$ cat config.mk
export PLATFORM = sky130hd
export DESIGN_NAME = shell_token_type_classifier_unit
export DESIGN_NICKNAME = d
export VERILOG_FILES = /design/src/rtl/sttc_pkg.sv /design/src/rtl/sttc_track.sv /design/src/rtl/shell_token_type_classifier_unit.sv
export SDC_FILE = /design/constraint.sdc
export NUM_CORES = 1
export LEC_CHECK = 0
export BUFFER_PORTS_ARGS = -buffer_cell sky130_fd_sc_hd__buf_2
export CORE_MARGIN = 10
export CORE_UTILIZATION = 50
export DETAILED_ROUTE_END_ITERATION = 8
export PLACE_DENSITY = 0.7
export SYNTH_ARGS = -nofsm -noshare
export SYNTH_HDL_FRONTEND = slang
export SYNTH_HIERARCHICAL = 1
export SYNTH_SLANG_ARGS = --single-unit
$ cat constraint.sdc
create_clock -name clk_i -period 3.7 [get_ports clk_i]
set_clock_uncertainty 0.1 [all_clocks]
set_input_delay 0.37 -clock clk_i [delete_from_list [all_inputs] [get_ports clk_i]]
set_output_delay 0.37 -clock clk_i [all_outputs]
set_load 0.05 [all_outputs]
$ cat src/rtl/sttc_pkg.sv
`default_nettype none

package sttc_pkg;

  // Token type codes
  localparam logic [3:0] TypeLiteral  = 4'd0;
  localparam logic [3:0] TypeHexHash  = 4'd1;
  localparam logic [3:0] TypeNumber   = 4'd2;
  localparam logic [3:0] TypeIpv4     = 4'd3;
  localparam logic [3:0] TypeQSpace   = 4'd6;
  localparam logic [3:0] TypeFilename = 4'd7;
  localparam logic [3:0] TypeRelPath  = 4'd8;
  localparam logic [3:0] TypeAbsPath  = 4'd9;
  localparam logic [3:0] TypeUrl      = 4'd11;

  // Colon tracking for the scheme "://" test
  localparam logic [1:0] ColonNone    = 2'd0;
  localparam logic [1:0] ColonSeen    = 2'd1;
  localparam logic [1:0] ColonSlash   = 2'd2;
  localparam logic [1:0] ColonDone    = 2'd3;

  localparam logic [5:0] MinHashReset = 6'd8;
  localparam logic [5:0] LenMax       = 6'd63;
  localparam logic [2:0] DotMax       = 3'd7;
  localparam logic [2:0] Ipv4Dots     = 3'd3;

  localparam logic [7:0] ChSlash = 8'h2F;
  localparam logic [7:0] ChColon = 8'h3A;
  localparam logic [7:0] ChMinus = 8'h2D;
  localparam logic [7:0] ChDot   = 8'h2E;
  localparam logic [7:0] ChZero  = 8'h30;
  localparam logic [7:0] ChLowX  = 8'h78;
  localparam logic [7:0] ChUpX   = 8'h58;
  localparam logic [7:0] ChSpace = 8'h20;
  localparam logic [7:0] ChTab   = 8'h09;
  localparam logic [7:0] ChCr    = 8'h0D;

  typedef struct packed {
    logic [7:0] char_code;
    logic       last_char;
    logic       no_char;
  } item_t;

  typedef struct packed {
    logic [5:0] chars_seen;
    logic       first_was_slash;
    logic       hex_prefix_ok;
    logic       hex_tail_ok;
    logic       all_hex;
    logic       digits_dots_only;
    logic [2:0] dot_count;
    logic       decimal_ok;
    logic [1:0] colon_phase;
    logic       scheme_alpha;
    logic       url_ok;
    logic       prev_was_dot;
    logic       has_dotdot;
    logic       has_slash;
    logic       has_dot;
    logic       has_space;
  } flags_t;

  localparam flags_t FlagsClear = '{
    chars_seen:       6'd0,
    first_was_slash:  1'b0,
    hex_prefix_ok:    1'b0,
    hex_tail_ok:      1'b1,
    all_hex:          1'b1,
    digits_dots_only: 1'b1,
    dot_count:        3'd0,
    decimal_ok:       1'b1,
    colon_phase:      ColonNone,
    scheme_alpha:     1'b1,
    url_ok:           1'b0,
    prev_was_dot:     1'b0,
    has_dotdot:       1'b0,
    has_slash:        1'b0,
    has_dot:          1'b0,
    has_space:        1'b0
  };

  function automatic logic is_dec(input logic [7:0] c);
    return (c >= 8'h30) && (c <= 8'h39);
  endfunction

  function automatic logic is_hexd(input logic [7:0] c);
    return is_dec(c) || ((c >= 8'h61) && (c <= 8'h66)) || ((c >= 8'h41) && (c <= 8'h46));
  endfunction

  function automatic logic is_letter(input logic [7:0] c);
    return ((c >= 8'h61) && (c <= 8'h7A)) || ((c >= 8'h41) && (c <= 8'h5A));
  endfunction

endpackage

`default_nettype wire

$ cat src/rtl/sttc_track.sv
`default_nettype none

module sttc_track (
  input  wire logic           clk_i,
  input  wire logic           rst_ni,
  input  wire logic           step_i,
  input  wire sttc_pkg::item_t item_i,
  input  wire logic [5:0]     min_hash_length_i,
  output logic [3:0]          token_type_o
);
  import sttc_pkg::*;

  flags_t flags_q, flags_d, flags_upd;

  function automatic flags_t take_byte(input flags_t f, input logic [7:0] c);
    flags_t r;
    logic   dot;
    logic   slash;
    r     = f;
    dot   = (c == ChDot);
    slash = (c == ChSlash);
    if (f.chars_seen == 6'd0) begin
      r.first_was_slash = slash;
      r.hex_prefix_ok   = (c == ChZero);
      r.decimal_ok      = is_dec(c) || (c == ChMinus);
    end else begin
      if (f.chars_seen == 6'd1) begin
        r.hex_prefix_ok = f.hex_prefix_ok && ((c == ChLowX) || (c == ChUpX));
      end else begin
        r.hex_tail_ok = f.hex_tail_ok && is_hexd(c);
      end
      r.decimal_ok = f.decimal_ok && is_dec(c);
    end
    r.all_hex = f.all_hex && is_hexd(c);
    if (dot) begin
      if (f.dot_count < DotMax) r.dot_count = f.dot_count + 3'd1;
    end else if (!is_dec(c)) begin
      r.digits_dots_only = 1'b0;
    end
    case (f.colon_phase)
      ColonNone: begin
        if (c == ChColon) r.colon_phase = ColonSeen;
        else if (!is_letter(c)) r.scheme_alpha = 1'b0;
      end
      ColonSeen: begin
        r.colon_phase = slash ? ColonSlash : ColonDone;
      end
      ColonSlash: begin
        if (slash) r.url_ok = f.scheme_alpha;
        r.colon_phase = ColonDone;
      end
      default: begin
      end
    endcase
    if (dot && f.prev_was_dot) r.has_dotdot = 1'b1;
    r.prev_was_dot = dot;
    if (slash) r.has_slash = 1'b1;
    if (dot) r.has_dot = 1'b1;
    if ((c == ChSpace) || ((c >= ChTab) && (c <= ChCr))) r.has_space = 1'b1;
    if (f.chars_seen < LenMax) r.chars_seen = f.chars_seen + 6'd1;
    return r;
  endfunction

  function automatic logic [3:0] decide(input flags_t f, input logic [5:0] min_len);
    logic lone_minus;
    lone_minus = (f.chars_seen == 6'd1) && !f.digits_dots_only;
    if (f.chars_seen == 6'd0) return TypeLiteral;
    if (f.first_was_slash && (f.chars_seen >= 6'd2)) return TypeAbsPath;
    if (f.url_ok) return TypeUrl;
    if (f.digits_dots_only && (f.dot_count == Ipv4Dots)) return TypeIpv4;
    if (f.all_hex && (f.chars_seen >= min_len)) return TypeHexHash;
    if (f.hex_prefix_ok && (f.chars_seen >= 6'd3) && f.hex_tail_ok) return TypeNumber;
    if (f.decimal_ok && !lone_minus) return TypeNumber;
    if (!f.first_was_slash && (f.has_dotdot || f.has_slash)) return TypeRelPath;
    if (!f.has_slash && f.has_dot) return TypeFilename;
    if (f.has_space) return TypeQSpace;
    return TypeLiteral;
  endfunction

  always_comb begin
    flags_upd    = item_i.no_char ? flags_q : take_byte(flags_q, item_i.char_code);
    token_type_o = decide(flags_upd, min_hash_length_i);
    flags_d      = flags_q;
    if (step_i) begin
      flags_d = item_i.last_char ? FlagsClear : flags_upd;
    end
  end

  always_ff @(posedge clk_i or negedge rst_ni) begin
    if (!rst_ni) begin
      flags_q <= FlagsClear;
    end else begin
      flags_q <= flags_d;
    end
  end

  // token end always leaves clean flags behind
  a_clear_after_last: assert property (@(posedge clk_i) disable iff (!rst_ni)
    step_i && item_i.last_char |=> flags_q == FlagsClear)
    else $error("flags not cleared after token end");

  // a byte inside a token always bumps the length off zero
  a_len_counts: assert property (@(posedge clk_i) disable iff (!rst_ni)
    step_i && !item_i.last_char && !item_i.no_char |=> flags_q.chars_seen != 6'd0)
    else $error("length did not count a byte");

  // flags hold while no word moves
  a_hold_idle: assert property (@(posedge clk_i) disable iff (!rst_ni)
    !step_i |=> flags_q == $past(flags_q))
    else $error("flags changed without a word");

endmodule

`default_nettype wire

$ cat src/rtl/shell_token_type_classifier_unit.sv
`default_nettype none

// Channel | Dir | Handshake               | Word
// --------+-----+-------------------------+----------------------------------------
// in      | in  | in_valid_i / in_ready_o | char_code_i, last_char_i, no_char_i
// out     | out | out_valid_o/out_ready_i | token_type_o
// cfg     | in  | cfg_valid_i/cfg_ready_o | cfg_data_i (min_hash_length)
//
// One word per cycle sustained, but a stalled result holds back only a last word;
// other words keep flowing. A word is held in the input register; the flag
// update and the type decision run in one shallow step from there into the
// result register, which takes a token's type as its last word leaves the
// input register. Reset clears the flags and sets min_hash_length to 8.

module shell_token_type_classifier_unit (
  input  wire logic       clk_i,
  input  wire logic       rst_ni,
  input  wire logic       in_valid_i,
  output logic            in_ready_o,
  input  wire logic [7:0] char_code_i,
  input  wire logic       last_char_i,
  input  wire logic       no_char_i,
  output logic            out_valid_o,
  input  wire logic       out_ready_i,
  output logic [3:0]      token_type_o,
  input  wire logic       cfg_valid_i,
  output logic            cfg_ready_o,
  input  wire logic [5:0] cfg_data_i
);
  import sttc_pkg::*;

  // input register
  logic       s1_valid_q, s1_valid_d;
  item_t      s1_item_q;
  logic       s1_adv;
  logic       in_take;

  // result register
  logic       out_valid_q, out_valid_d;
  logic [3:0] out_type_q;
  logic [3:0] type_next;

  logic [5:0] min_len_q;

  assign cfg_ready_o = 1'b1;

  // a non-last word never waits on the output side
  assign s1_adv     = s1_valid_q && (!s1_item_q.last_char || !out_valid_q || out_ready_i);
  assign in_ready_o = !s1_valid_q || s1_adv;
  assign in_take    = in_valid_i && in_ready_o;

  always_comb begin
    s1_valid_d = s1_valid_q;
    if (in_take) s1_valid_d = 1'b1;
    else if (s1_adv) s1_valid_d = 1'b0;

    out_valid_d = out_valid_q;
    if (s1_adv && s1_item_q.last_char) out_valid_d = 1'b1;
    else if (out_ready_i) out_valid_d = 1'b0;
  end

  sttc_track u_track (
    .clk_i            (clk_i),
    .rst_ni           (rst_ni),
    .step_i           (s1_adv),
    .item_i           (s1_item_q),
    .min_hash_length_i(min_len_q),
    .token_type_o     (type_next)
  );

  always_ff @(posedge clk_i or negedge rst_ni) begin
    if (!rst_ni) begin
      s1_valid_q  <= 1'b0;
      out_valid_q <= 1'b0;
      min_len_q   <= MinHashReset;
    end else begin
      s1_valid_q  <= s1_valid_d;
      out_valid_q <= out_valid_d;
      if (cfg_valid_i && cfg_ready_o) min_len_q <= cfg_data_i;
    end
  end

  always_ff @(posedge clk_i) begin
    if (in_take) begin
      s1_item_q <= '{char_code: char_code_i, last_char: last_char_i, no_char: no_char_i};
    end
    if (s1_adv && s1_item_q.last_char) out_type_q <= type_next;
  end

  assign out_valid_o  = out_valid_q;
  assign token_type_o = out_type_q;

  // a token end moved forward always lands in the result register
  a_last_gives_result: assert property (@(posedge clk_i) disable iff (!rst_ni)
    s1_adv && s1_item_q.last_char |=> out_valid_o)
    else $error("token end produced no result");

  // a pending last word is never dropped while the result is stalled
  a_last_held: assert property (@(posedge clk_i) disable iff (!rst_ni)
    s1_valid_q && s1_item_q.last_char && out_valid_q && !out_ready_i |=> s1_valid_q)
    else $error("last word lost under stall");

  // only defined type codes leave the block
  a_legal_code: assert property (@(posedge clk_i) disable iff (!rst_ni)
    out_valid_o |-> (token_type_o == TypeLiteral) || (token_type_o == TypeHexHash) ||
                    (token_type_o == TypeNumber) || (token_type_o == TypeIpv4) ||
                    (token_type_o == TypeQSpace) || (token_type_o == TypeFilename) ||
                    (token_type_o == TypeRelPath) || (token_type_o == TypeAbsPath) ||
                    (token_type_o == TypeUrl))
    else $error("undefined token type code");

  // config write takes effect on the next cycle
  a_cfg_write: assert property (@(posedge clk_i) disable iff (!rst_ni)
    cfg_valid_i && cfg_ready_o |=> min_len_q == $past(cfg_data_i))
    else $error("min hash length not written");

endmodule

`default_nettype wire
== Yosys cells after proc, flatten, opt, wreduce, memory -nomap -nowiden ==
Index checks and enable logic that the tools add are counted.
Storage, ports and cells
  register bits: 46
  output and inout bits: 7
  word-level logic and storage cells: 220
Cells by class
  add/subtract/negate cells: 2
  $lt $le $gt $ge: 15
  equal/unequal tests: 17
  muxes and demuxes: 113
  reduce and logical (&&, ||, !) cells: 50
Operators by type and width (number)
  two-way mux 4 bit: 29
  two-way mux 1 bit: 77
  == test 8 x 6 -> 1 bit, second input constant: 6
  two-way mux 24 bit: 2
  <= comparator 8 x 7 -> 1 bit, second input constant: 4
  logical AND 1 bit: 23
  == test 8 x 7 -> 1 bit, second input constant: 2
  greater-or-equal comparator 8 x 7 -> 1 bit, second input constant: 2
  == test 6 x 1 -> 1 bit, second input constant: 2
  greater-or-equal comparator 6 x 2 -> 1 bit, second input constant: 2
  zero test 6 bit: 2
  logical OR 1 bit: 10
  greater-or-equal comparator 8 x 4 -> 1 bit, second input constant: 1
  greater-or-equal comparator 8 x 6 -> 1 bit, second input constant: 1
  <= comparator 8 x 4 -> 1 bit, second input constant: 1
  <= comparator 8 x 6 -> 1 bit, second input constant: 1
  zero test 1 bit: 7
  adder 6 x 1 -> 6 bit, second input constant: 1
  greater-or-equal comparator 6 bit: 1
  less-than comparator 6 bit, second input constant: 1
  two-way mux 3 bit: 2
  two-way mux 6 bit: 1
  one-hot mux 2 bit (3 select lines): 1
  nonzero test 2 bit: 3
  other kinds (14): 15

== Longest topological paths before layout ==
  depth in word-level cells: 66
  mapped depth: 13

== By module ==
Netlist, hierarchy kept.
Modules (own cells, without submodules)
  sttc_track: times used 1, cells an instance 249, area each 2074.5 um2, seq. area each 606.8 um2
  shell_token_type_classifier_unit: times used 1, cells an instance 39, area each 789.5 um2, seq. area each 621.8 um2

== Worst setup path after synthesis ==
No wires, ideal clock.
  path kind: reg-to-reg
  start point: register u_track/flags_q[18] (netlist name)
  end point: register out_type_q[0] (netlist: token_type_o[0]), data pin
  setup time: 0.263 ns
  data arrival time: 2.885 ns
  setup slack: 0.452 ns
  stages on the path, launching flop included: 13
  buffers on the path: 0
  path through: dfrtp_1 > ha_1 > nand2_2 > or4b_4 > o21a_1 > ha_1 > a21o_1 > a21oi_1 > o21ai_0 > and3_1 > or4b_1 > nand3_1 > a31oi_1
On the way
  longest elaborated chain between the ends: 33
  elaborated cells on any way between the ends: 83
  those cells by class: add/sub: 1; order compare: 4; eq/ne: 2; mux: 65; reduce/logical: 11
RTL lines
  start: declaration: line sttc_track.sv:13  | flags_t flags_q, flags_d, flags_upd;
  start signal: assignment: line sttc_track.sv:91  | flags_q <= FlagsClear;
  start signal: assignment: line sttc_track.sv:93  | flags_q <= flags_d;
  adder 6 x 1 -> 6 bit or less-than comparator 6 bit (tied branches): line sttc_track.sv:60  | if (f.chars_seen < LenMax) r.chars_seen = f.chars_seen + 6'd1;
  two-way mux 6 bit: line sttc_track.sv:60
  two-way mux 24 bit *: line sttc_track.sv:81  | flags_upd = item_i.no_char ? flags_q : take_byte(flags_q, item_i.char_code);
  greater-or-equal comparator 6 x 2 -> 1 bit: line sttc_track.sv:68  | if (f.first_was_slash && (f.chars_seen >= 6'd2)) return TypeAbsPath;
  logical AND 1 bit: line sttc_track.sv:68
  two-way mux 4 bit: line sttc_track.sv:68
  two-way mux 4 bit: line sttc_track.sv:69  | if (f.url_ok) return TypeUrl;
  two-way mux 4 bit: line sttc_track.sv:70  | if (f.digits_dots_only && (f.dot_count == Ipv4Dots)) return TypeIpv4;
  (+18 left out)
  two-way mux 4 bit: line sttc_track.sv:74  | if (!f.first_was_slash && (f.has_dotdot || f.has_slash)) return TypeRelPath;
  two-way mux 4 bit: line sttc_track.sv:73  | if (f.decimal_ok && !lone_minus) return TypeNumber;
  two-way mux 4 bit: line sttc_track.sv:72  | if (f.hex_prefix_ok && (f.chars_seen >= 6'd3) && f.hex_tail_ok) return TypeNumber;
  two-way mux 4 bit: line sttc_track.sv:71  | if (f.all_hex && (f.chars_seen >= min_len)) return TypeHexHash;
  two-way mux 4 bit: line sttc_track.sv:70
  two-way mux 4 bit: line sttc_track.sv:69
  two-way mux 4 bit *: line sttc_track.sv:68
  via type_next[0]: line shell_token_type_classifier_unit.sv:41  | logic [3:0] type_next;
  end signal: assignment: line shell_token_type_classifier_unit.sv:87  | if (s1_adv && s1_item_q.last_char) out_type_q <= type_next;
  end: declaration: line shell_token_type_classifier_unit.sv:40  | logic [3:0] out_type_q;
Mark *: on every way through the listed nets, which the timed path passes. The rest lies on a longest branch. The select of a mux whose other input is x is not followed.
A chain may end at the register's enable or synchronous reset.

== Worst setup path in the final report ==
  start point: register u_track/flags_q[19] (netlist name)
  end point: register out_type_q[0] (netlist: token_type_o[0]), data pin
The elaborated chain is that of the path after synthesis.

==> results.txt <==
commonest cells after routing, fill and taps aside - 26 x nand2_1, 26 x buf_2, 26 x dfrtp_1
Min Hold Slack - 0.02552 ns
Async SR Flop Fraction - 0.6957
gr ovfl total - 0
HPWL Detailed - 4642 µm
yosys warns - 6
post-synth net total - 322
Inst Count DP - 375
clk_lat worst skew - 0.30 ns
Synth cell types - 68
Syn Inst Count - 288
Initial Util - 0.5169
total CTS buffers - 5
vias per cell - 5.809
setup TNS - 0 ns
Final Non-Filler Cells - 383
Seq/Total Area, Yosys - 0.4290
IO Pins - 28
Cell Rows - 27
filler cell count - 507
Final min period - 3.412 ns
H-tree Lvls - 2
initial antenna violation count - 0
element type at the critical path end - register
syn avg cell area - 9.944 µm²
core area - 5540 µm²
CTS tree - built
largest net degree at the start of global routing - 33
cell area after synthesis - 2864 µm²
utilization after layout - 0.5657
Final nets - 344
via count - 2225
Worst Hold Class - in2async
count of final hold-check violations - 0
Multi-input gate area - 1483 µm²
Die H - 95.69 µm
I/O Buffers - 26
peak supply drop - 225.2 µV
GPL Wtd Cong - 0.8939
crit-path max FO - 6
vias in the first global route - 2047
clock sink total - 46
maximum clock frequency - 293.1 MHz
max-slew violations - 0
Longest Clk Path Bufs - 2
WL final - 6259 µm
Max Cap Viol - 0
1st-iter DRT viols - 166
layout cells sized above 1 - 0.2154
Die Wd - 95.69 µm
first drt pass iteration count - 4
worst relative slew slack - 0.4231
endpoints failing setup - 0
global-route wire length before repair - 10100 µm
Post-synth EDFFs - 14
RSZ-0062 raised after global routing - no
run status - finished, final reports clean
clk slew on worst S/H paths - 0.09 ns
Pwr Density - 373.6 nW/µm²
dominant synthesized flop cell - dfrtp_1
# DRC - 0
post-CTS setup buffers - 0
full die area - 9156 µm²
kind of critical path - reg2reg
Required @ worst endpoint - 3.65 ns
register area - 1229 µm²
final worst-path cycle share - 0.9221
CP startpoint kind - register
wire per inst - 16.34 µm
ANT cells - 0
gr usage total - 0.1376
Synth Register Bits - 46
Static Leak - 0.001410 µW
root buf cell - clkbuf_8
Syn-to-layout area delta - 9.437%
post-route ant nets - 0
worst-margin pin slew - 0.8542 ns
CP arrival - 3.36 ns
[layer usage]
layer  vias up  wire length [µm]  GRT usage
met5         -                 0          0
met4         0                19    0.02580
met3         2               350    0.03064
met2        52              2838     0.2082
met1      1069              3050     0.1969
li1       1102                 -          -
[logic make-up after synthesis]
| kind of cell | count (synthesis) | share of synthesized area |
|---|---|---|
| fa+ha+maj | 13 | 0.05679 |
| flops | 46 | 0.4290 |
| compound gates | 79 | 0.2023 |
| buf+inv | 35 | 0.05592 |
| simple gates | 100 | 0.1961 |
| other cells | 1 | 0.001309 |
| xor+xnor | 2 | 0.006117 |
| mux | 12 | 0.05243 |
[final timing paths]
kind | from | endpoint | slack [ns] | cells after the start
worst max-delay path | u_track/flags_q[19]$_DFFE_PN0P_ | token_type_o[0]$_DFFE_PP_ | 0.29 | 11
worst min-delay path | rst_ni | min_len_q[2]$_DFFE_PN0P_ | 0.03 | 1
worst max register to register | u_track/flags_q[19]$_DFFE_PN0P_ | token_type_o[0]$_DFFE_PP_ | 0.29 | 11
worst min register to register | u_track/flags_q[15]$_DFFE_PN1P_ | u_track/flags_q[15]$_DFFE_PN1P_ | 0.40 | 2
max in group asynchronous | rst_ni | u_track/flags_q[17]$_DFFE_PN0P_ | 3.01 | 1
min in group clk_i | char_code_i[7] | s1_item_q[9]$_DFFE_PP_ | 0.14 | 1
[power breakdown]
group,switching [µW],internal [µW],leakage (µW)
logic,151,98.3,0.000822
clock network,181,137,0.0000447
registers,34.0,570,0.000544
[stage by stage]
stage / worst slack, ns / total power, µW / cell area, µm²
2_1_floorplan: 0.4518 / 787.0 / 2864
5_1_grt: 0.06454 / 1235 / 3134
3_3_place_gp: 0.3287 / 853.8 / 3033
4_1_cts: 0.2940 / 1177 / 3127
6_report: 0.2882 / 1171 / 3134
3_5_place_dp: 0.3134 / 857.6 / 3033
[Yosys cell counts (2+ instances only)]
| cell | instances | area (µm²) |
|---|---|---|
| a211oi_1 | 2 | 15.01 |
| a21boi_0 | 2 | 15.01 |
| a21o_1 | 4 | 30.03 |
| a21oi_1 | 13 | 65.06 |
| a22o_1 | 6 | 52.55 |
| a31oi_1 | 3 | 18.77 |
| a32oi_2 | 2 | 32.53 |
| and2_1 | 3 | 18.77 |
| and3_1 | 2 | 12.51 |
| buf_2 | 8 | 40.04 |
| buf_4 | 3 | 22.52 |
| clkbuf_1 | 4 | 15.01 |
| dfrtp_1 | 26 | 650.6 |
| dfstp_2 | 6 | 157.7 |
| edfxtp_1 | 14 | 420.4 |
| ha_1 | 13 | 162.7 |
| inv_1 | 19 | 71.32 |
| mux2_4 | 6 | 90.09 |
| mux2i_1 | 6 | 60.06 |
| nand2_1 | 26 | 97.59 |
| nand2b_1 | 7 | 43.79 |
| nand3_1 | 8 | 40.04 |
| nand4_1 | 4 | 25.02 |
| nor2_1 | 18 | 67.56 |
| nor2b_1 | 3 | 18.77 |
| nor3_1 | 5 | 25.02 |
| nor3b_1 | 3 | 22.52 |
| nor4_1 | 4 | 25.02 |
| o211ai_1 | 2 | 15.01 |
| o21a_1 | 6 | 45.04 |
| o21ai_0 | 14 | 70.07 |
| o22ai_1 | 2 | 12.51 |
| o2bb2ai_1 | 2 | 17.52 |
| o31ai_1 | 4 | 30.03 |
| o41ai_1 | 2 | 17.52 |
| or3_1 | 3 | 18.77 |
| or4_1 | 2 | 15.01 |
[worst max-delay path: stages (launching register included)]
cell and delay (ns):
dfrtp_1 0.43, ha_1 0.26, a31oi_2 0.39, mux2i_1 0.39, inv_1 0.11, ha_1 0.29, a211oi_1 0.19, o21ai_0 0.09
and3_1 0.22, or4b_1 0.52, nand3_1 0.09, a31oi_1 0.08
[flip-flops by register name, indices dropped and copies added (netlist names)]
register,cells
token_type_o,4
s1_item_q,10
out_valid_o,1
min_len_q,6
u_track/flags_q,24
s1_valid_q,1
[layout make-up]
class                      instances  share of cell area
clock buffer                       5             0.02196
clock inverter                     3            0.007984
inverter                          19             0.02275
multi-input combinational        207              0.4731
sequential                        46              0.3920
tap                               72             0.02874
timing repair buffer              31             0.05349
[timing repair]
item	CTS	global route
hold buffers	0	0
setup endpoints to repair	0	1
resized for setup	0	1
Power figures use the tool's default switching activity.
